### src/hdl/asac_pkg.sv
// shared types, constants and modular arithmetic for the array counter
// no dependencies
package asac_pkg;

  localparam int          COUNT_W           = 30;
  localparam logic [31:0] COUNT_MOD         = 32'd1000000007;
  localparam logic [31:0] COUNT_MOD_X2      = 32'd2000000014;
  localparam logic [7:0]  VALUE_LIMIT_RESET = 8'd128;

  typedef enum logic [1:0] {
    ST_IDLE,
    ST_WALK,
    ST_DRAIN,
    ST_FINISH
  } asac_state_t;

  // one accepted input beat
  typedef struct packed {
    logic [7:0] template_value;
    logic       first_element;
    logic       last_element;
  } asac_item_t;

  // count handed to the output register
  typedef struct packed {
    logic               valid;
    logic [COUNT_W-1:0] count;
  } asac_result_t;

  // (a + b) mod P for a, b below P
  function automatic logic [COUNT_W-1:0] mod_add2(input logic [COUNT_W-1:0] a,
                                                  input logic [COUNT_W-1:0] b);
    logic [31:0] s;
    s = {2'b00, a} + {2'b00, b};
    if (s >= COUNT_MOD) begin
      s = s - COUNT_MOD;
    end
    return s[COUNT_W-1:0];
  endfunction

  // (a + b + c) mod P for a, b, c below P; sum stays below 3P < 2^32
  function automatic logic [COUNT_W-1:0] mod_sum3(input logic [COUNT_W-1:0] a,
                                                  input logic [COUNT_W-1:0] b,
                                                  input logic [COUNT_W-1:0] c);
    logic [31:0] s;
    logic [31:0] r;
    s = {2'b00, a} + {2'b00, b} + {2'b00, c};
    if (s >= COUNT_MOD_X2) begin
      r = s - COUNT_MOD_X2;
    end else if (s >= COUNT_MOD) begin
      r = s - COUNT_MOD;
    end else begin
      r = s;
    end
    return r[COUNT_W-1:0];
  endfunction

endpackage

### src/hdl/asac_row_mem.sv
// count row storage: one write port, one registered read port
// depends on asac_pkg for the entry width
module asac_row_mem #(
  parameter int DEPTH = 130,
  parameter int AW    = 8
) (
  input  logic                        clk,
  input  logic                        rd_en,
  input  logic [AW-1:0]               rd_addr,
  output logic [asac_pkg::COUNT_W-1:0] rd_data,
  input  logic                        wr_en,
  input  logic [AW-1:0]               wr_addr,
  input  logic [asac_pkg::COUNT_W-1:0] wr_data
);
  import asac_pkg::*;

  logic [COUNT_W-1:0] mem [DEPTH];

  // write and registered read
  always_ff @(posedge clk) begin
    if (wr_en) begin
      mem[wr_addr] <= wr_data;
    end
    if (rd_en) begin
      rd_data <= mem[rd_addr];
    end
  end

endmodule

### src/hdl/asac_step_engine.sv
// row update sequencer: walks the count row once per beat, read-modify-write,
// and accumulates the new row for the result; depends on asac_pkg
module asac_step_engine #(
  parameter int MAX_VALUE = 128,
  parameter int AW        = 8
) (
  input  logic                         clk,
  input  logic                         rst_n,
  input  logic                         start,
  input  asac_pkg::asac_item_t         item,
  input  logic [7:0]                   value_limit,
  input  logic                         slot_free,
  output logic                         idle,
  output asac_pkg::asac_result_t       result,
  output logic                         mem_rd_en,
  output logic [AW-1:0]                mem_rd_addr,
  input  logic [asac_pkg::COUNT_W-1:0] mem_rd_data,
  output logic                         mem_wr_en,
  output logic [AW-1:0]                mem_wr_addr,
  output logic [asac_pkg::COUNT_W-1:0] mem_wr_data
);
  import asac_pkg::*;

  localparam int CW = (AW > 8) ? AW : 8;

  asac_state_t state_r, state_nxt;

  logic [7:0]         tv_r;
  logic               first_r;
  logic               last_r;
  logic [AW-1:0]      lim_r;
  logic [AW-1:0]      bound_r;
  logic [AW-1:0]      hi_r;
  logic [AW-1:0]      rd_k_r;
  logic [AW-1:0]      rd_pos_r;
  logic               rd_ok_r;
  logic               rdv_r;
  logic [COUNT_W-1:0] o_m1_r;
  logic [COUNT_W-1:0] o_0_r;
  logic               wr_en_r;
  logic [AW-1:0]      wr_addr_r;
  logic [COUNT_W-1:0] wr_data_r;
  logic [COUNT_W-1:0] acc_r;

  logic [CW-1:0]      lim_ext;
  logic [AW-1:0]      lim_start;
  logic [AW-1:0]      bound_start;
  logic               issue;
  logic               emit;
  logic [COUNT_W-1:0] rd_val;
  logic [AW-1:0]      j_w;
  logic               allowed;
  logic [COUNT_W-1:0] new_val;

  // limit saturates to the built row size; entries past the fill mark read zero
  always_comb begin
    lim_ext     = CW'(value_limit);
    lim_start   = (lim_ext > CW'(MAX_VALUE)) ? AW'(MAX_VALUE) : AW'(lim_ext);
    bound_start = (hi_r < lim_start) ? hi_r : lim_start;
  end

  // next state and strobes
  always_comb begin
    state_nxt = state_r;
    issue     = 1'b0;
    emit      = 1'b0;
    unique case (state_r)
      ST_IDLE: begin
        if (start) begin
          state_nxt = (lim_start == '0) ? ST_FINISH : ST_WALK;
        end
      end
      ST_WALK: begin
        issue = 1'b1;
        if (rd_k_r > lim_r) begin
          state_nxt = ST_DRAIN;
        end
      end
      ST_DRAIN: begin
        if (!rdv_r && !wr_en_r) begin
          state_nxt = ST_FINISH;
        end
      end
      ST_FINISH: begin
        if (!last_r) begin
          state_nxt = ST_IDLE;
        end else if (slot_free) begin
          emit      = 1'b1;
          state_nxt = ST_IDLE;
        end
      end
    endcase
  end

  // new entry from the three old neighbors as they stream past
  always_comb begin
    rd_val  = rd_ok_r ? mem_rd_data : '0;
    j_w     = rd_pos_r - AW'(1);
    allowed = (tv_r == 8'd0) || (CW'(tv_r) == CW'(j_w));
    if (!allowed) begin
      new_val = '0;
    end else if (first_r) begin
      new_val = COUNT_W'(1);
    end else begin
      new_val = mod_sum3(o_m1_r, o_0_r, rd_val);
    end
  end

  // control registers
  always_ff @(posedge clk) begin
    if (!rst_n) begin
      state_r <= ST_IDLE;
      rdv_r   <= 1'b0;
      wr_en_r <= 1'b0;
      hi_r    <= '0;
    end else begin
      state_r <= state_nxt;
      rdv_r   <= issue;
      wr_en_r <= rdv_r && (rd_pos_r >= AW'(2));
      if (state_r == ST_FINISH) begin
        hi_r <= lim_r;
      end
    end
  end

  // datapath registers
  always_ff @(posedge clk) begin
    if (start && (state_r == ST_IDLE)) begin
      tv_r    <= item.template_value;
      first_r <= item.first_element;
      last_r  <= item.last_element;
      lim_r   <= lim_start;
      bound_r <= bound_start;
      rd_k_r  <= AW'(1);
      acc_r   <= '0;
      o_m1_r  <= '0;
      o_0_r   <= '0;
    end else begin
      if (issue) begin
        rd_k_r   <= rd_k_r + AW'(1);
        rd_pos_r <= rd_k_r;
        rd_ok_r  <= (rd_k_r <= bound_r);
      end
      if (rdv_r) begin
        o_m1_r    <= o_0_r;
        o_0_r     <= rd_val;
        wr_addr_r <= j_w;
        wr_data_r <= new_val;
      end
      if (wr_en_r) begin
        acc_r <= mod_add2(acc_r, wr_data_r);
      end
    end
  end

  assign idle         = (state_r == ST_IDLE);
  assign result.valid = emit;
  assign result.count = acc_r;
  assign mem_rd_en    = issue;
  assign mem_rd_addr  = rd_k_r;
  assign mem_wr_en    = wr_en_r;
  assign mem_wr_addr  = wr_addr_r;
  assign mem_wr_data  = wr_data_r;

endmodule

### src/hdl/adjacent_step_array_count_dp_unit.sv
// top level of the adjacent-step array counter: handshakes, limit register,
// output register; depends on asac_pkg, asac_step_engine, asac_row_mem
//
//   channel  | signals                                         | direction
//   ---------+-------------------------------------------------+----------
//   in       | in_valid/in_ready, template_value, first, last  | to block
//   out      | out_valid/out_ready, array_count                | from block
//   cfg      | cfg_wr_en, cfg_value_limit                      | to block
//
// one beat at a time: the next beat is not taken until the engine is idle again,
// which waits on the walk over the row memory, one entry per cycle on its single
// read port, then the read latency and the write/accumulate drain; a zero limit
// skips the walk. Reset needs no clearing pass: a fill mark tracks how much of the
// row the last beat wrote. A held output beat does not stop the next input beat;
// only a new count waits for the output register.
module adjacent_step_array_count_dp_unit #(
  parameter int MAX_VALUE = 128
) (
  input  logic                         clk,
  input  logic                         rst_n,
  input  logic                         in_valid,
  output logic                         in_ready,
  input  logic [7:0]                   in_template_value,
  input  logic                         in_first_element,
  input  logic                         in_last_element,
  output logic                         out_valid,
  input  logic                         out_ready,
  output logic [asac_pkg::COUNT_W-1:0] out_array_count,
  input  logic                         cfg_wr_en,
  input  logic [7:0]                   cfg_value_limit
);
  import asac_pkg::*;

  localparam int DEPTH = MAX_VALUE + 2;
  localparam int AW    = $clog2(DEPTH);

  logic [7:0]         cfg_value_limit_r;
  logic               out_valid_r;
  logic [COUNT_W-1:0] out_count_r;

  asac_item_t         item;
  asac_result_t       result;
  logic               eng_idle;
  logic               start;
  logic               slot_free;
  logic               mem_rd_en;
  logic [AW-1:0]      mem_rd_addr;
  logic [COUNT_W-1:0] mem_rd_data;
  logic               mem_wr_en;
  logic [AW-1:0]      mem_wr_addr;
  logic [COUNT_W-1:0] mem_wr_data;

  // input beat goes straight to the engine when it is idle
  assign in_ready  = eng_idle;
  assign start     = in_valid && in_ready;
  assign slot_free = !out_valid_r || out_ready;

  always_comb begin
    item.template_value = in_template_value;
    item.first_element  = in_first_element;
    item.last_element   = in_last_element;
  end

  // limit register
  always_ff @(posedge clk) begin
    if (!rst_n) begin
      cfg_value_limit_r <= VALUE_LIMIT_RESET;
    end else if (cfg_wr_en) begin
      cfg_value_limit_r <= cfg_value_limit;
    end
  end

  // output register
  always_ff @(posedge clk) begin
    if (!rst_n) begin
      out_valid_r <= 1'b0;
    end else if (result.valid) begin
      out_valid_r <= 1'b1;
    end else if (out_ready) begin
      out_valid_r <= 1'b0;
    end
  end

  always_ff @(posedge clk) begin
    if (result.valid) begin
      out_count_r <= result.count;
    end
  end

  assign out_valid       = out_valid_r;
  assign out_array_count = out_count_r;

  asac_step_engine #(
    .MAX_VALUE (MAX_VALUE),
    .AW        (AW)
  ) u_engine (
    .clk         (clk),
    .rst_n       (rst_n),
    .start       (start),
    .item        (item),
    .value_limit (cfg_value_limit_r),
    .slot_free   (slot_free),
    .idle        (eng_idle),
    .result      (result),
    .mem_rd_en   (mem_rd_en),
    .mem_rd_addr (mem_rd_addr),
    .mem_rd_data (mem_rd_data),
    .mem_wr_en   (mem_wr_en),
    .mem_wr_addr (mem_wr_addr),
    .mem_wr_data (mem_wr_data)
  );

  asac_row_mem #(
    .DEPTH (DEPTH),
    .AW    (AW)
  ) u_row_mem (
    .clk     (clk),
    .rd_en   (mem_rd_en),
    .rd_addr (mem_rd_addr),
    .rd_data (mem_rd_data),
    .wr_en   (mem_wr_en),
    .wr_addr (mem_wr_addr),
    .wr_data (mem_wr_data)
  );

endmodule

### config.mk
export PLATFORM = sky130hd
export DESIGN_NAME = adjacent_step_array_count_dp_unit
export DESIGN_NICKNAME = d
export VERILOG_FILES = /design/src/hdl/asac_pkg.sv /design/src/hdl/asac_row_mem.sv /design/src/hdl/asac_step_engine.sv /design/src/hdl/adjacent_step_array_count_dp_unit.sv
export SDC_FILE = /design/constraint.sdc
export NUM_CORES = 2
export LEC_CHECK = 0
export ABC_CLOCK_PERIOD_IN_PS = 7850
export BUFFER_PORTS_ARGS = -buffer_cell sky130_fd_sc_hd__buf_2
export CAP_MARGIN = 0
export CORE_AREA = 3 3 590 592
export CTS_BUF_LIST = sky130_fd_sc_hd__clkbuf_8 sky130_fd_sc_hd__clkbuf_16
export DETAILED_ROUTE_END_ITERATION = 10
export DIE_AREA = 0 0 593 595
export PLACE_DENSITY = 0.68
export SLEW_MARGIN = 15
export SYNTH_ARGS = -nofsm -noshare
export SYNTH_HDL_FRONTEND = slang
export SYNTH_SLANG_ARGS = --single-unit
### constraint.sdc
create_clock -name clk -period 7.85 [get_ports clk]
set_input_delay 2.355 -clock clk [delete_from_list [all_inputs] [get_ports clk]]
set_output_delay 2.355 -clock clk [all_outputs]
set_load 0.05 [all_outputs]
==> impl_metrics.csv <==
group,metric,value,unit
floorplanning,top_level_ports,55,
layout,syn2layout_area_growth,12.6,%
critical_path,crit_type,"flip-flop to flip-flop",
pwr,pwr-share-comb,0.273,
layout,nFillCells,25300,
route,drc,0,
floorplanning,die_area,353000,um^2
timing,min_period,6.56,ns
critical_path,required,8.52,ns
route,wl_per_cell,32.7,um
clock_network,clkTransAtPathRegs,0.07,ns
pwr,power_leakage,58.1,nW
clock_network,htreeDepth,5,
timing,slew_headroom,0.204,
pwr,p_clk_frac,0.311,
pwr,peakVddDrop,237,uV
yosys,synth.ff_latch_count,4152,
pwr,intPower,43.2,mW
route,vias,80500,
worst_hold_path,hp-class,"flip-flop to flip-flop",
layout,fin_nets,7997,
clock_network,cts_hold_buf,0,
pwr,pwr-share-seq,0.416,
yosys,syn_area,165000,um^2
yosys,synth_top_family_by_area,"multiplexers",
timing,rsz0062_at_grt,"false",
global_routing,grt_usage,0.235,
timing,timing.fmax,152,MHz
layout,finalCoreUtilization,0.541,
yosys,syn_inst,7519,
clock_network,root_buffer,"clkbuf_16",
timing,hold_violations,0,
timing,fin_crit_sh,0.836,
critical_path,r2r_start,"u_engine.rd_ok_r$_DFFE_PP_",
layout,seqCellArea,124000,um^2
critical_path,crit_start,"u_engine.rd_ok_r$_DFFE_PP_",
route,antenna_left,0,
placed_design,dp_hpwl,227000,um
clock_network,worst_skew_pair.late_latency,0.98,ns
floorplanning,start_util,0.480,
run,drv_cap,0,
timing,clock_skew,0.0598,ns
timing,slew_violations,0,
placed_design,port_buffers,54,
yosys,ys_seq_area_frac,0.749,
timing,tightest_slew,1.19,ns
clock_network,clk_path_buf_depth,4,
yosys,postSynthAreaPerCell,21.9,um^2
yosys,synth_area_leader_cell,"edfxtp_1",
timing,setup_viol,0,
critical_path,critPathLaunchType,"flip-flop",
yosys,ys_top_cells_by_area,"edfxtp_1, mux4_2, dfxtp_1, nor2_1, mux2i_1",
route,drtIter0Drc,11000,
yosys,synthDistinctLibCells,95,
timing,whs,0.446,ns
clock_network,cts_buffers,402,
route,finalWirelength,416000,um
floorplanning,die_x,593,um
yosys,dominantRegCellSynth,"edfxtp_1",
yosys,synth_compound_area_frac,0.0218,
yosys,synthAdderAreaFrac,0.0110,
critical_path,end_kind,"flip-flop",
layout,multi_input_area,40500,um^2
floorplanning,die_h,595,um
floorplanning,core,343000,um^2
yosys,synthesis.nets,7667,
global_routing,grt_pass1_vias,80900,
clock_network,cts_tree,"done",
route,first_pass_iters,6,
worst_hold_path,hold_start,"u_engine.acc_r[7]$_SDFFE_PP0P_",
pwr,p_per_area,331,nW/um^2
pwr,p_switching,18.2,mW
global_routing,grt_pass1_wl,595000,um
placed_design,routabilityCongestion,0.888,
timing,setup_ws,1.29,ns
clock_network,cts_setup_buffers,0,
yosys,synth_commonest_cells,"edfxtp_1, mux4_2, nor2_1",
yosys,synth_edf_count,4033,
global_routing,antenna_found_initial,40,
global_routing,grt-ovfl-total,0,
yosys,ys_warn_count,0,
clock_network,cts_sinks,4152,
yosys,synthArstFlopShare,0,
clock_network,ctsResizeCount,0,
status,status,"finished, final reports clean",
global_routing,grt_max_degree,132,
layout,drive_above_1_share,0.286,
route,viasPerCell,6.32,
yosys,netlist.area_leader.share,0.735,
yosys,synth_simple_gate_area_share,0.0225,
yosys,synth_mux_area_frac,0.179,
yosys,yosysMostFrequentCell,"edfxtp_1",
critical_path,arrival,7.24,ns
yosys,yosys.area_share.xor_xnor,0.00542,
timing,setup_tns,0,ns
placed_design,dp_slack,1.38,ns
critical_path,path_max_fanout,30,
floorplanning,std_cell_rows,215,
pwr,swShare,0.296,
state kept, by name, indices dropped and copies added (netlist names), 2 cells and up:
name / count
cfg_value_limit_r: 8
out_array_count: 30
u_engine.acc_r: 30
u_engine.bound_r: 8
u_engine.hi_r: 8
u_engine.lim_r: 8
u_engine.mem_rd_addr: 8
u_engine.mem_wr_addr: 8
u_engine.mem_wr_data: 30
u_engine.o_0_r: 30
u_engine.o_m1_r: 30
u_engine.rd_pos_r: 8
u_engine.state_r: 2
u_engine.tv_r: 8
u_row_mem.mem: 3900
u_row_mem.rd_data: 30
per-layer routing:
layer,wire (um),global-route usage,up-vias
met5,62,0,-
met4,14600,0.0760,10
met3,40100,0.0413,655
met2,202000,0.375,4328
met1,160000,0.333,43100
li1,-,-,32400
cells by family after synthesis:
logic type | Yosys count
XOR/XNOR | 102
AND/OR/NAND/NOR | 772
adder cells (fa/ha/maj) | 125
flip-flops | 4152
multiplexers | 1377
AO/OA/AOI/OAI | 534
buffers and inverters | 457
power groups by stage:
stage	Combinational [mW]	Clock, mW	Sequential [mW]
after floorplan	11.5	0	26.1
after global placement	16.5	0	26.0
after detailed placement	16.7	0	26.0
after CTS	16.8	19.4	25.5
after global routing	17.9	20.2	25.6
final	16.8	19.1	25.5
per-stage QoR:
stage               instances  instance area (um^2)  total power [mW]
global route            12700                185000              63.7
finish                  12700                186000              61.4
detailed placement      12000                172000              42.7
floorplan                7519                165000              37.6
CTS                     12700                185000              61.7
global placement        12000                172000              42.5
final cells by class:
type	count	area share
Clock buffer	424	0.0566
Tap cell	4557	0.0307
Inverter	63	0.00128
Sequential cell	4152	0.666
Timing Repair Buffer	320	0.0137
Clock inverter	301	0.0134
Multi-Input combinational cell	2910	0.218
Antenna cell	15	0.000202
final timing paths:
path,endpoint,slack [ns],cells past startpoint
hold reg to reg,out_array_count[7]$_DFFE_PP_,0.45,0
setup / recovery,u_engine.mem_wr_data[15]$_SDFFCE_PP0P_,1.29,20
hold / removal,out_array_count[7]$_DFFE_PP_,0.45,0
setup reg to reg,u_engine.mem_wr_data[15]$_SDFFCE_PP0P_,1.29,20
worst max-delay path, cell delays in order (launching register included):
cell	delay, ns
edfxtp_1	0.75
and2_1	0.33
fa_1	0.54
ha_1	0.22
inv_1	0.09
fa_1	0.50
nor2b_1	0.31
o31ai_4	0.14
a21o_1	0.22
a211oi_1	0.68
a311oi_1	0.16
a311oi_1	0.52
a2111oi_2	0.18
nor4_2	0.26
buf_4	0.21
nor2_1	0.06
buf_4	0.18
nor2b_1	0.52
a31o_2	0.25
xnor2_1	0.12
nor2_1	0.06
layout by cell type, fill, tap and decap left out, drive strengths merged, types with 13 or more instances in the layout:
cell type / Yosys / final
nor4: 14 / 14
fa: 32 / 32
nand2: 123 / 123
bufinv: 0 / 41
nand4: 22 / 22
ha: 93 / 93
a31oi: 15 / 15
nand2b: 24 / 24
xor2: 32 / 32
a21oi: 149 / 149
a21o: 43 / 43
mux2i: 118 / 118
and3: 14 / 14
nor2: 323 / 323
clkbuf: 256 / 424
o211ai: 22 / 22
dfxtp: 119 / 119
nor3: 39 / 39
o21ai: 110 / 110
xnor2: 70 / 70
nor2b: 68 / 68
or3: 15 / 15
mux4: 1256 / 1256
o21a: 13 / 13
diode: 0 / 15
a211oi: 61 / 61
clkinv: 2 / 157
inv: 61 / 155
and2: 58 / 58
edfxtp: 4033 / 4033
nand3: 39 / 39
buf: 138 / 320
Power figures use the tool's default switching activity.
